### src/rtl/bitmap_font_text_layout_defines.svh
// Assertion macros shared by the bitmap font text layout modules.
// Depends on nothing; a module that uses them must have clk and rst_n in scope.
`ifndef BITMAP_FONT_TEXT_LAYOUT_DEFINES_SVH
`define BITMAP_FONT_TEXT_LAYOUT_DEFINES_SVH
`ifndef SYNTHESIS
`define BFTL_ASSERT(lbl, prop, msg) \
    lbl: assert property (@(posedge clk) disable iff (!rst_n) (prop)) else $error(msg);
`define BFTL_ASSERT_ALWAYS(lbl, prop, msg) \
    lbl: assert property (@(posedge clk) (prop)) else $error(msg);
`else
`define BFTL_ASSERT(lbl, prop, msg)
`define BFTL_ASSERT_ALWAYS(lbl, prop, msg)
`endif
`endif

### src/rtl/bftl_pkg.sv
// Package for the bitmap font text layout block: widths, register indexes,
// payload and command types, and the layout engine state type. No dependencies.
`timescale 1ns / 1ps

package bftl_pkg;

    localparam int GLYPH_COUNT = 256;
    localparam int GLYPH_IDX_W = $clog2(GLYPH_COUNT);
    localparam int COORD_BITS  = 20;

    localparam int CODE_W    = 8;
    localparam int GW_W      = 8;
    localparam int CELL_W_W  = 12;
    localparam int CELL_H_W  = 12;
    localparam int ATLAS_W_W = 13;
    localparam int ATLAS_H_W = 13;
    localparam int FONT_W    = 10;
    localparam int WRAP_W    = 16;

    localparam int SCREEN_W = 20;
    localparam int TEX_X_W  = 13;
    localparam int TEX_Y_W  = 16;

    localparam int OFFSET_W     = CELL_W_W + CODE_W;
    localparam int SCALE_PROD_W = FONT_W + GW_W;
    localparam int PEN_SUM_W    = ((COORD_BITS > SCALE_PROD_W) ? COORD_BITS : SCALE_PROD_W) + 1;

    // Shared divider geometry: wide enough for both the scale and the cell divisions.
    localparam int DIV_N_W       = (OFFSET_W > SCALE_PROD_W) ? OFFSET_W : SCALE_PROD_W;
    localparam int DIV_D_W       = (ATLAS_W_W > CELL_W_W) ? ATLAS_W_W : CELL_W_W;
    localparam int DIV_STEP_BITS = 4;
    localparam int DIV_CYCLES    = (DIV_N_W + DIV_STEP_BITS - 1) / DIV_STEP_BITS;
    localparam int DIV_PAD_W     = DIV_CYCLES * DIV_STEP_BITS;
    localparam int DIV_CNT_W     = $clog2(DIV_CYCLES + 1);

    localparam int QUEUE_DEPTH = 2;
    localparam int QUEUE_PTR_W = (QUEUE_DEPTH > 1) ? $clog2(QUEUE_DEPTH) : 1;
    localparam int QUEUE_CNT_W = $clog2(QUEUE_DEPTH + 1);

    localparam int CFG_IDX_W  = 3;
    localparam int CFG_DATA_W = 16;

    localparam logic [CFG_IDX_W-1:0] CFG_CELL_TX      = CFG_IDX_W'(0);
    localparam logic [CFG_IDX_W-1:0] CFG_CELL_TY      = CFG_IDX_W'(1);
    localparam logic [CFG_IDX_W-1:0] CFG_ATLAS_WIDTH  = CFG_IDX_W'(2);
    localparam logic [CFG_IDX_W-1:0] CFG_ATLAS_HEIGHT = CFG_IDX_W'(3);
    localparam logic [CFG_IDX_W-1:0] CFG_LINE_HEIGHT  = CFG_IDX_W'(4);
    localparam logic [CFG_IDX_W-1:0] CFG_WRAP_LIMIT   = CFG_IDX_W'(5);

    localparam logic [CELL_W_W-1:0]  CELL_TX_RST      = CELL_W_W'(16);
    localparam logic [CELL_H_W-1:0]  CELL_TY_RST      = CELL_H_W'(16);
    localparam logic [ATLAS_W_W-1:0] ATLAS_WIDTH_RST  = ATLAS_W_W'(256);
    localparam logic [ATLAS_H_W-1:0] ATLAS_HEIGHT_RST = ATLAS_H_W'(256);
    localparam logic [FONT_W-1:0]    LINE_HEIGHT_RST  = FONT_W'(16);
    localparam logic [WRAP_W-1:0]    WRAP_LIMIT_RST   = WRAP_W'(0);

    localparam logic REQ_LOAD  = 1'b0;
    localparam logic REQ_PLACE = 1'b1;

    typedef struct packed {
        logic              req_type;
        logic [CODE_W-1:0] char_code;
        logic [GW_W-1:0]   glyph_width;
        logic              first_of_text;
    } in_item_t;

    typedef struct packed {
        logic [SCREEN_W-1:0] screen_left;
        logic [SCREEN_W-1:0] screen_top;
        logic [SCREEN_W-1:0] screen_right;
        logic [SCREEN_W-1:0] screen_bottom;
        logic [TEX_X_W-1:0]  tex_left;
        logic [TEX_Y_W-1:0]  tex_top;
        logic [TEX_X_W-1:0]  tex_right;
        logic [TEX_Y_W-1:0]  tex_bottom;
    } out_item_t;

    typedef struct packed {
        logic [CELL_W_W-1:0]  cell_tx;
        logic [CELL_H_W-1:0]  cell_ty;
        logic [ATLAS_W_W-1:0] atlas_width;
        logic [ATLAS_H_W-1:0] atlas_height;
        logic [FONT_W-1:0]    line_height;
        logic [WRAP_W-1:0]    wrap_limit;
    } cfg_t;

    typedef enum logic {
        CMD_LOAD,
        CMD_PLACE
    } cmd_op_t;

    typedef struct packed {
        cmd_op_t             op;
        logic                in_table;
        logic                first;
        logic [CODE_W-1:0]   code;
        logic [GW_W-1:0]     glyph_width;
        logic [OFFSET_W-1:0] cell_offset;
    } cmd_t;

    typedef enum logic [2:0] {
        BK_IDLE,
        BK_LOOKUP,
        BK_DIVIDE,
        BK_WAIT,
        BK_PEN,
        BK_EMIT
    } back_state_t;

endpackage

### src/rtl/bftl_div.sv
// Iterative restoring divider, several quotient bits per cycle.
// Depends on bftl_pkg for its widths and step count.
`timescale 1ns / 1ps

module bftl_div
    import bftl_pkg::*;
(
    input  logic               clk,
    input  logic               rst_n,
    input  logic               start,
    input  logic [DIV_N_W-1:0] dividend,
    input  logic [DIV_D_W-1:0] divisor,
    output logic               busy,
    output logic [DIV_N_W-1:0] quotient,
    output logic [DIV_D_W-1:0] remainder
);

    logic                 busy_reg;
    logic [DIV_CNT_W-1:0] count_reg;
    logic [DIV_PAD_W-1:0] quo_reg;
    logic [DIV_D_W-1:0]   rem_reg;
    logic [DIV_D_W-1:0]   den_reg;

    logic [DIV_PAD_W-1:0] quo_w;
    logic [DIV_D_W-1:0]   rem_w;
    logic [DIV_D_W:0]     trial;

    // The dividend shifts out of the top of quo_reg while quotient bits enter at the bottom.
    always_comb
    begin
        quo_w = quo_reg;
        rem_w = rem_reg;
        trial = '0;
        for (int i = 0; i < DIV_STEP_BITS; i++)
        begin
            trial = {rem_w, quo_w[DIV_PAD_W-1]};
            quo_w = {quo_w[DIV_PAD_W-2:0], 1'b0};
            if (trial >= {1'b0, den_reg})
            begin
                trial    = trial - {1'b0, den_reg};
                quo_w[0] = 1'b1;
            end
            rem_w = trial[DIV_D_W-1:0];
        end
    end

    always_ff @(posedge clk or negedge rst_n)
    begin
        if (!rst_n)
        begin
            busy_reg  <= 1'b0;
            count_reg <= '0;
        end
        else if (start)
        begin
            busy_reg  <= 1'b1;
            count_reg <= DIV_CNT_W'(DIV_CYCLES);
        end
        else if (busy_reg)
        begin
            busy_reg  <= (count_reg != DIV_CNT_W'(1));
            count_reg <= count_reg - DIV_CNT_W'(1);
        end
    end

    always_ff @(posedge clk)
    begin
        if (start)
        begin
            den_reg <= divisor;
            quo_reg <= DIV_PAD_W'(dividend);
            rem_reg <= '0;
        end
        else if (busy_reg)
        begin
            quo_reg <= quo_w;
            rem_reg <= rem_w;
        end
    end

    assign busy      = busy_reg;
    assign quotient  = quo_reg[DIV_N_W-1:0];
    assign remainder = rem_reg;

endmodule

### src/rtl/bftl_fifo.sv
// Short command queue between the front end and the layout engine.
// Depends on bftl_pkg for the command type and the queue depth.
`timescale 1ns / 1ps
`include "bitmap_font_text_layout_defines.svh"

module bftl_fifo
    import bftl_pkg::*;
(
    input  logic clk,
    input  logic rst_n,
    input  logic push,
    input  cmd_t push_cmd,
    output logic full,
    input  logic pop,
    output cmd_t head,
    output logic empty
);

    cmd_t                   entry_reg [QUEUE_DEPTH];
    logic [QUEUE_PTR_W-1:0] wr_ptr_reg;
    logic [QUEUE_PTR_W-1:0] rd_ptr_reg;
    logic [QUEUE_CNT_W-1:0] count_reg;

    function automatic logic [QUEUE_PTR_W-1:0] ptr_inc(input logic [QUEUE_PTR_W-1:0] ptr);
        logic [QUEUE_PTR_W-1:0] nxt;
        if (ptr == QUEUE_PTR_W'(QUEUE_DEPTH - 1))
        begin
            nxt = '0;
        end
        else
        begin
            nxt = ptr + QUEUE_PTR_W'(1);
        end
        return nxt;
    endfunction

    assign full  = (count_reg == QUEUE_CNT_W'(QUEUE_DEPTH));
    assign empty = (count_reg == '0);
    assign head  = entry_reg[rd_ptr_reg];

    always_ff @(posedge clk or negedge rst_n)
    begin
        if (!rst_n)
        begin
            wr_ptr_reg <= '0;
            rd_ptr_reg <= '0;
            count_reg  <= '0;
        end
        else
        begin
            if (push)
            begin
                wr_ptr_reg <= ptr_inc(wr_ptr_reg);
            end
            if (pop)
            begin
                rd_ptr_reg <= ptr_inc(rd_ptr_reg);
            end
            if (push && !pop)
            begin
                count_reg <= count_reg + QUEUE_CNT_W'(1);
            end
            else if (pop && !push)
            begin
                count_reg <= count_reg - QUEUE_CNT_W'(1);
            end
        end
    end

    always_ff @(posedge clk)
    begin
        if (push)
        begin
            entry_reg[wr_ptr_reg] <= push_cmd;
        end
    end

    `BFTL_ASSERT(a_fifo_no_overflow, !(push && full), "command pushed into a full queue")
    `BFTL_ASSERT(a_fifo_no_underflow, !(pop && empty), "command popped from an empty queue")
    `BFTL_ASSERT(a_fifo_count_range, count_reg <= QUEUE_CNT_W'(QUEUE_DEPTH), "queue count out of range")

endmodule

### src/rtl/bftl_front.sv
// Front end: accepts input transactions, classifies them into commands and
// works out the atlas cell offset. Depends on bftl_pkg.
`timescale 1ns / 1ps

module bftl_front
    import bftl_pkg::*;
(
    input  cfg_t     cfg,
    input  logic     in_valid,
    output logic     in_ready,
    input  in_item_t in_data,
    input  logic     fifo_full,
    output logic     push,
    output cmd_t     push_cmd
);

    logic in_table;
    logic drop;

    assign in_table = (32'(in_data.char_code) < GLYPH_COUNT);
    // A load aimed beyond the glyph table changes nothing, so it never enters the queue.
    assign drop     = (in_data.req_type == REQ_LOAD) && !in_table;
    assign in_ready = !fifo_full;
    assign push     = in_valid && in_ready && !drop;

    always_comb
    begin
        push_cmd.op          = (in_data.req_type == REQ_PLACE) ? CMD_PLACE : CMD_LOAD;
        push_cmd.in_table    = in_table;
        push_cmd.first       = in_data.first_of_text;
        push_cmd.code        = in_data.char_code;
        push_cmd.glyph_width = in_data.glyph_width;
        push_cmd.cell_offset = OFFSET_W'(in_data.char_code) * OFFSET_W'(cfg.cell_tx);
    end

endmodule

### src/rtl/bftl_back.sv
// Layout engine: glyph width table, the two divisions, pen update and the
// output register. Depends on bftl_pkg and bftl_div.
`timescale 1ns / 1ps
`include "bitmap_font_text_layout_defines.svh"

module bftl_back
    import bftl_pkg::*;
(
    input  logic      clk,
    input  logic      rst_n,
    input  cfg_t      cfg,
    input  cmd_t      head,
    input  logic      fifo_empty,
    output logic      fifo_pop,
    output logic      out_valid,
    input  logic      out_ready,
    output out_item_t out_data
);

    back_state_t state_reg;
    back_state_t state_next;

    logic [GW_W-1:0]         glyph_mem [GLYPH_COUNT];
    logic [GLYPH_COUNT-1:0]  glyph_valid_reg;
    logic [GW_W-1:0]         rd_data_reg;
    logic                    rd_valid_reg;
    logic [GLYPH_IDX_W-1:0]  head_idx;

    cmd_t                    cmd_reg;
    logic [GW_W-1:0]         w_reg;
    logic [SCALE_PROD_W-1:0] prod_reg;
    logic [SCALE_PROD_W-1:0] scaled_reg;
    logic [COORD_BITS-1:0]   x0_reg;
    logic [COORD_BITS-1:0]   y0_reg;
    logic [TEX_X_W-1:0]      cx_reg;
    logic [TEX_Y_W-1:0]      cy_reg;
    logic [COORD_BITS-1:0]   pen_x_reg;
    logic [COORD_BITS-1:0]   pen_y_reg;
    logic                    out_valid_reg;
    out_item_t               out_data_reg;

    logic                    load_wr;
    logic                    place_take;
    logic                    div_start;
    logic                    out_free;
    logic                    emit;

    logic                    div_s_busy;
    logic                    div_a_busy;
    logic [DIV_N_W-1:0]      quo_s;
    logic [DIV_N_W-1:0]      quo_a;
    logic [DIV_D_W-1:0]      rem_a;

    logic [GW_W-1:0]         w_lookup;
    logic [COORD_BITS-1:0]   px;
    logic [COORD_BITS-1:0]   py;
    logic [SCALE_PROD_W-1:0] scaled_w;
    logic [PEN_SUM_W-1:0]    pen_sum;
    logic                    wrap;
    logic [COORD_BITS-1:0]   y_wrap;
    logic [TEX_Y_W-1:0]      cy_w;
    logic [COORD_BITS-1:0]   right_w;
    logic [COORD_BITS-1:0]   bottom_w;
    logic [TEX_X_W-1:0]      tex_right_w;
    logic [TEX_Y_W-1:0]      tex_bottom_w;

    assign head_idx = head.code[GLYPH_IDX_W-1:0];
    assign out_free = !out_valid_reg || out_ready;

    always_comb
    begin
        state_next = state_reg;
        unique case (state_reg)
            BK_IDLE:
            begin
                if (!fifo_empty && (head.op == CMD_PLACE))
                begin
                    state_next = BK_LOOKUP;
                end
            end
            BK_LOOKUP: state_next = BK_DIVIDE;
            BK_DIVIDE: state_next = BK_WAIT;
            BK_WAIT:
            begin
                if (!div_s_busy && !div_a_busy)
                begin
                    state_next = BK_PEN;
                end
            end
            BK_PEN: state_next = BK_EMIT;
            BK_EMIT:
            begin
                if (out_free)
                begin
                    state_next = BK_IDLE;
                end
            end
            default: state_next = BK_IDLE;
        endcase
    end

    always_comb
    begin
        load_wr    = 1'b0;
        place_take = 1'b0;
        div_start  = 1'b0;
        emit       = 1'b0;
        unique case (state_reg)
            BK_IDLE:
            begin
                load_wr    = !fifo_empty && (head.op == CMD_LOAD);
                place_take = !fifo_empty && (head.op == CMD_PLACE);
            end
            BK_DIVIDE: div_start = 1'b1;
            BK_EMIT:   emit      = out_free;
            default:
            begin
                load_wr = 1'b0;
            end
        endcase
    end

    assign fifo_pop = load_wr || place_take;

    always_ff @(posedge clk or negedge rst_n)
    begin
        if (!rst_n)
        begin
            state_reg <= BK_IDLE;
        end
        else
        begin
            state_reg <= state_next;
        end
    end

    // Glyph width table: a never-written entry reads as zero through its valid bit.
    always_ff @(posedge clk)
    begin
        if (load_wr)
        begin
            glyph_mem[head_idx] <= head.glyph_width;
        end
        if (place_take)
        begin
            rd_data_reg <= glyph_mem[head_idx];
        end
    end

    always_ff @(posedge clk or negedge rst_n)
    begin
        if (!rst_n)
        begin
            glyph_valid_reg <= '0;
        end
        else if (load_wr)
        begin
            glyph_valid_reg[head_idx] <= 1'b1;
        end
    end

    bftl_div u_div_scale (
        .clk       (clk),
        .rst_n     (rst_n),
        .start     (div_start),
        .dividend  (DIV_N_W'(prod_reg)),
        .divisor   (DIV_D_W'(cfg.cell_tx)),
        .busy      (div_s_busy),
        .quotient  (quo_s),
        .remainder ()
    );

    bftl_div u_div_cell (
        .clk       (clk),
        .rst_n     (rst_n),
        .start     (div_start),
        .dividend  (DIV_N_W'(cmd_reg.cell_offset)),
        .divisor   (DIV_D_W'(cfg.atlas_width)),
        .busy      (div_a_busy),
        .quotient  (quo_a),
        .remainder (rem_a)
    );

    always_comb
    begin
        w_lookup = (cmd_reg.in_table && rd_valid_reg) ? rd_data_reg : '0;
        px       = cmd_reg.first ? '0 : pen_x_reg;
        py       = cmd_reg.first ? '0 : pen_y_reg;
        scaled_w = (cfg.cell_tx != '0) ? quo_s[SCALE_PROD_W-1:0] : '0;
        // The wrap test sees the full sum, before any wrap of the pen.
        pen_sum  = PEN_SUM_W'(px) + PEN_SUM_W'(scaled_w);
        wrap     = (cfg.wrap_limit != '0) && (pen_sum > PEN_SUM_W'(cfg.wrap_limit));
        y_wrap   = py + COORD_BITS'(cfg.line_height);
        if (cfg.atlas_width != '0)
        begin
            cy_w = TEX_Y_W'(quo_a[TEX_Y_W-1:0]) * TEX_Y_W'(cfg.cell_ty);
        end
        else
        begin
            cy_w = '0;
        end
        right_w      = x0_reg + COORD_BITS'(scaled_reg);
        bottom_w     = y0_reg + COORD_BITS'(cfg.line_height);
        tex_right_w  = cx_reg + TEX_X_W'(w_reg);
        tex_bottom_w = cy_reg + TEX_Y_W'(cfg.cell_ty);
    end

    always_ff @(posedge clk)
    begin
        if (place_take)
        begin
            cmd_reg      <= head;
            rd_valid_reg <= glyph_valid_reg[head_idx];
        end
        if (state_reg == BK_LOOKUP)
        begin
            w_reg    <= w_lookup;
            prod_reg <= SCALE_PROD_W'(cfg.line_height) * SCALE_PROD_W'(w_lookup);
        end
        if (state_reg == BK_PEN)
        begin
            scaled_reg <= scaled_w;
            x0_reg     <= wrap ? '0 : px;
            y0_reg     <= wrap ? y_wrap : py;
            cx_reg     <= (cfg.atlas_width != '0) ? rem_a[TEX_X_W-1:0]
                                                  : cmd_reg.cell_offset[TEX_X_W-1:0];
            cy_reg     <= cy_w;
        end
        if (emit)
        begin
            out_data_reg.screen_left   <= SCREEN_W'(x0_reg);
            out_data_reg.screen_top    <= SCREEN_W'(y0_reg);
            out_data_reg.screen_right  <= SCREEN_W'(right_w);
            out_data_reg.screen_bottom <= SCREEN_W'(bottom_w);
            out_data_reg.tex_left      <= cx_reg;
            out_data_reg.tex_top       <= cy_reg;
            out_data_reg.tex_right     <= tex_right_w;
            out_data_reg.tex_bottom    <= tex_bottom_w;
        end
    end

    always_ff @(posedge clk or negedge rst_n)
    begin
        if (!rst_n)
        begin
            pen_x_reg     <= '0;
            pen_y_reg     <= '0;
            out_valid_reg <= 1'b0;
        end
        else
        begin
            if (emit)
            begin
                pen_x_reg     <= right_w;
                pen_y_reg     <= y0_reg;
                out_valid_reg <= 1'b1;
            end
            else if (out_ready)
            begin
                out_valid_reg <= 1'b0;
            end
        end
    end

    assign out_valid = out_valid_reg;
    assign out_data  = out_data_reg;

    `BFTL_ASSERT(a_div_lockstep, div_s_busy == div_a_busy, "dividers out of step")
    `BFTL_ASSERT(a_out_from_emit,
        $rose(out_valid_reg) |-> $past(state_reg == BK_EMIT),
        "result raised outside the emit step")
    `BFTL_ASSERT(a_pen_hold,
        !$past(state_reg == BK_EMIT) |-> ($stable(pen_x_reg) && $stable(pen_y_reg)),
        "pen moved outside the emit step")

endmodule

### src/rtl/bitmap_font_text_layout.sv
// Bitmap font text layout: top level with configuration registers, front end,
// command queue and layout engine. Depends on bftl_pkg and the bftl_* modules.
// A load transaction is written in the engine's idle state; a place transaction
// steps through the lookup, divide, wait, pen and emit states, waiting on the two
// dividers (4 quotient bits a cycle) and, in emit, on a free output register.
// Reset restores register defaults, puts the pen at the origin and clears the
// glyph table at once through per-entry valid bits; no clearing pass.
`timescale 1ns / 1ps

module bitmap_font_text_layout
    import bftl_pkg::*;
(
    input  logic                  clk,
    input  logic                  rst_n,
    input  logic                  in_valid,
    output logic                  in_ready,
    input  in_item_t              in_data,
    output logic                  out_valid,
    input  logic                  out_ready,
    output out_item_t             out_data,
    input  logic                  cfg_valid,
    output logic                  cfg_ready,
    input  logic [CFG_IDX_W-1:0]  cfg_index,
    input  logic [CFG_DATA_W-1:0] cfg_data
);

    cfg_t cfg_reg;
    logic fifo_full;
    logic fifo_empty;
    logic fifo_push;
    logic fifo_pop;
    cmd_t push_cmd;
    cmd_t head;

    assign cfg_ready = 1'b1;

    // Writes to an index beyond the register list complete but change nothing.
    always_ff @(posedge clk or negedge rst_n)
    begin
        if (!rst_n)
        begin
            cfg_reg.cell_tx      <= CELL_TX_RST;
            cfg_reg.cell_ty      <= CELL_TY_RST;
            cfg_reg.atlas_width  <= ATLAS_WIDTH_RST;
            cfg_reg.atlas_height <= ATLAS_HEIGHT_RST;
            cfg_reg.line_height  <= LINE_HEIGHT_RST;
            cfg_reg.wrap_limit   <= WRAP_LIMIT_RST;
        end
        else if (cfg_valid && cfg_ready)
        begin
            unique case (cfg_index)
                CFG_CELL_TX:      cfg_reg.cell_tx      <= cfg_data[CELL_W_W-1:0];
                CFG_CELL_TY:      cfg_reg.cell_ty      <= cfg_data[CELL_H_W-1:0];
                CFG_ATLAS_WIDTH:  cfg_reg.atlas_width  <= cfg_data[ATLAS_W_W-1:0];
                CFG_ATLAS_HEIGHT: cfg_reg.atlas_height <= cfg_data[ATLAS_H_W-1:0];
                CFG_LINE_HEIGHT:  cfg_reg.line_height  <= cfg_data[FONT_W-1:0];
                CFG_WRAP_LIMIT:   cfg_reg.wrap_limit   <= cfg_data[WRAP_W-1:0];
                default:          cfg_reg              <= cfg_reg;
            endcase
        end
    end

    bftl_front u_front (
        .cfg       (cfg_reg),
        .in_valid  (in_valid),
        .in_ready  (in_ready),
        .in_data   (in_data),
        .fifo_full (fifo_full),
        .push      (fifo_push),
        .push_cmd  (push_cmd)
    );

    bftl_fifo u_fifo (
        .clk      (clk),
        .rst_n    (rst_n),
        .push     (fifo_push),
        .push_cmd (push_cmd),
        .full     (fifo_full),
        .pop      (fifo_pop),
        .head     (head),
        .empty    (fifo_empty)
    );

    bftl_back u_back (
        .clk        (clk),
        .rst_n      (rst_n),
        .cfg        (cfg_reg),
        .head       (head),
        .fifo_empty (fifo_empty),
        .fifo_pop   (fifo_pop),
        .out_valid  (out_valid),
        .out_ready  (out_ready),
        .out_data   (out_data)
    );

endmodule
### config.mk
export PLATFORM = sky130hd
export DESIGN_NAME = bitmap_font_text_layout
export DESIGN_NICKNAME = d
export VERILOG_FILES = /design/src/rtl/bftl_pkg.sv /design/src/rtl/bftl_div.sv /design/src/rtl/bftl_fifo.sv /design/src/rtl/bftl_front.sv /design/src/rtl/bftl_back.sv /design/src/rtl/bitmap_font_text_layout.sv
export VERILOG_INCLUDE_DIRS = /design/src /design/src/rtl
export SDC_FILE = /design/constraint.sdc
export NUM_CORES = 2
export LEC_CHECK = 0
export ABC_AREA = 1
export CAP_MARGIN = 20
export CELL_PAD_IN_SITES_DETAIL_PLACEMENT = 2
export CELL_PAD_IN_SITES_GLOBAL_PLACEMENT = 2
export CORE_ASPECT_RATIO = 0.75
export CORE_UTILIZATION = 40
export DETAILED_ROUTE_END_ITERATION = 8
export DONT_BUFFER_PORTS = 1
export MAX_ROUTING_LAYER = met4
export PLACE_DENSITY = 0.82
export SLEW_MARGIN = 20
export SYNTH_ARGS = -nofsm -noshare
export SYNTH_HDL_FRONTEND = slang
export SYNTH_HIERARCHICAL = 1
export SYNTH_SLANG_ARGS = --single-unit
### constraint.sdc
create_clock -name clk -period 12 [get_ports clk]
set_clock_uncertainty 0.15 [all_clocks]
set_input_delay 2.4 -clock clk [delete_from_list [all_inputs] [get_ports clk]]
set_output_delay 2.4 -clock clk [all_outputs]
set_load 0.005 [all_outputs]
==> metrics.md <==
| Metric | Value |
|---|---|
| Status | finished, final reports clean |
| Post-layout nets | between 10000 and 15000 |
| Final critical-path share of the clock period | 0.764 |
| Initial antenna violation count | 32 |
| Overall Global Routing Usage | 0.311 |
| Gpl congestion | slightly above 0.9 |
| WL final | between 500000 and 600000 um |
| Min Tclk post-route | 9.16 ns |
| Setup TNS Final | 0 ns |
| CTS Hold Bufs | 0 |
| Critical path arrival | slightly below 10 ns |
| Vias | 91625 |
| Clk root buf | clkbuf_16 |
| Most frequent CP cell | nand2_1 |
| P&R area growth vs syn | 11.2% |
| WS Path Type | flip-flop to flip-flop |
| Fmax | 109 MHz |
| TritonRoute pass-1 iters | 6 |
| Worst slew pin tran | about 1.3 ns |
| Max reg flops | just over 2000 |
| CORE AREA | between 300000 and 400000 um2 |
| Die W | about 660 um |
| Die H | just under 500 um |
| Fin. Hold Viols | 0 |
| Clock insertion delay at the later pin of the skew report | roughly 0.87 ns |
| Syn Inst Count | ~11000 |
| Commonest cells after routing, fill and taps aside | 2474 x edfxtp_1, 2136 x nand2_1, 1107 x a22oi_1, 1026 x inv_1, 536 x nor2_1 |
| Global-route wire length before repair | between 700000 and 800000 um |
| Final setup viols | 0 |
| Drc violations | 0 |
| Row count | 180 |
| Post-route ant nets | 0 |
| Crit path max fanout | 24 |
| Relative slew slack | 0.118 |
| Max Slew Vio Count | 0 |
| Die Footprint | around 320000 um2 |
| CP Capture Type | flip-flop |
| Commonest non-fill, non-tap cell in the layout | edfxtp_1 |
| Drt initial violations | ~10000 |
| TritonCTS Sinks | 2875 |
| Max Cap Viol | 0 |
| HPWL after DPL | 315000 um |
| Worst path max stage delay | a little under 0.4 ns |
| Vias/cell | about 6.1 |
| Post-CTS Setup Bufs | 0 |
| CP max stage cell | edfxtp_1 |
| Final hold slack | slightly above 0.3 ns |
| CP startpoint kind | flip-flop |
| WL/cell | around 33 um |
| CP top delay family | simple AND/OR/NAND/NOR gates |
| Fillers | about 32000 |
| Max Root-Sink Buffers | 4 |
| Buf/Inv on CP | 8 |
| Hold crit path type | flip-flop to flip-flop |
| Total congestion overflow | 0 |
| Initial core utilization | 0.402 |
| RSZ-0062 raised after global routing | false |
| Cts repair resizes | 0 |
| Critical Path RT | about 13 ns |
| CTS tree | yes |
| Layout cells sized above 1 | 0.0857 |
| Synth warn | 6 |
| Seq. cell area | between 80000 and 90000 um2 |
| H-tree Lvls | 5 |
| Largest net degree at the start of global routing | roughly 380 |
| Port Buffer Count | 0 |
| TritonCTS buffer count | ~300 |
| Clock transition at path regs | approximately 0.060 ns |
| Area of the multi-input gates | between 30000 and 40000 um2 |
| Avg Cell Area, Syn | 12.2 um2 |
| Post-Syn Area | between 100000 and 150000 um2 |
| Io pins | approximately 180 |
| Number of global-route vias before repair | 99225 |
==> worst register-to-register path, delay by kind of cell, from the launching register on <==
| kind | cells | cell delay, ns |
|---|---|---|
| buffers and inverters | 8 | 1.04 |
| DFF | 1 | 0.39 |
| adders and majority gates | 4 | 1.40 |
| and+or+nand+nor | 32 | 4.04 |
| AOI/OAI and AO/OA | 8 | 2.01 |
==> through the flow <==
stage               setup slack (ns)   util  instances  cell area [um2]
floorplan                       4.37      -      10605           129000
global placement                3.08  0.416      14490           133000
detailed placement              2.90  0.416      14490           133000
CTS                             2.85  0.446      15032           143000
global route                    2.16  0.447      15065           143000
finish                          2.84  0.447      15072           143000
==> layer usage <==
layer | wire (um) | GRT usage | vias up
li1 | - | - | 37451
met1 | 201000 | 0.399 | 48337
met2 | 236000 | 0.494 | 4614
met3 | 43600 | 0.0594 | 1223
met4 | 20600 | 0.113 | 0
met5 | 0 | - | -
==> path summary, 6_finish.rpt <==
path	cells after the start	slack [ns]	startpoint	to
setup / recovery	52	2.84	u_back/u_div_cell/den_reg[7]$_DFFE_PP_	u_back/u_div_cell/remainder[5]$_SDFFE_PP0P_
hold reg to reg	0	0.31	u_back/x0_reg[4]$_SDFFCE_PP0N_	u_back/out_data[122]$_DFFE_PP_
hold / removal	0	0.31	u_back/x0_reg[4]$_SDFFCE_PP0N_	u_back/out_data[122]$_DFFE_PP_
min in group asynchronous	0	1.05	rst_n	u_back/glyph_valid_reg[130]$_DFFE_PN0P_
max in group asynchronous	3	8.25	rst_n	u_back/pen_y_reg[4]$_DFFE_PN0P_
setup reg to reg	52	2.84	u_back/u_div_cell/den_reg[7]$_DFFE_PP_	u_back/u_div_cell/remainder[5]$_SDFFE_PP0P_
==> cell type report <==
class,count,share of cell area
Clock inverter,123,0.00851
Sequential cell,2875,0.587
Timing Repair Buffer,136,0.00895
Clock buffer,419,0.0591
Inverter,1055,0.0278
Antenna cell,33,0.000576
Multi-Input combinational cell,6154,0.271
Tap cell,4277,0.0373
Power is not shown: default switching activity piles up to over one toggle a cycle in this logic, so the estimate is an artifact.
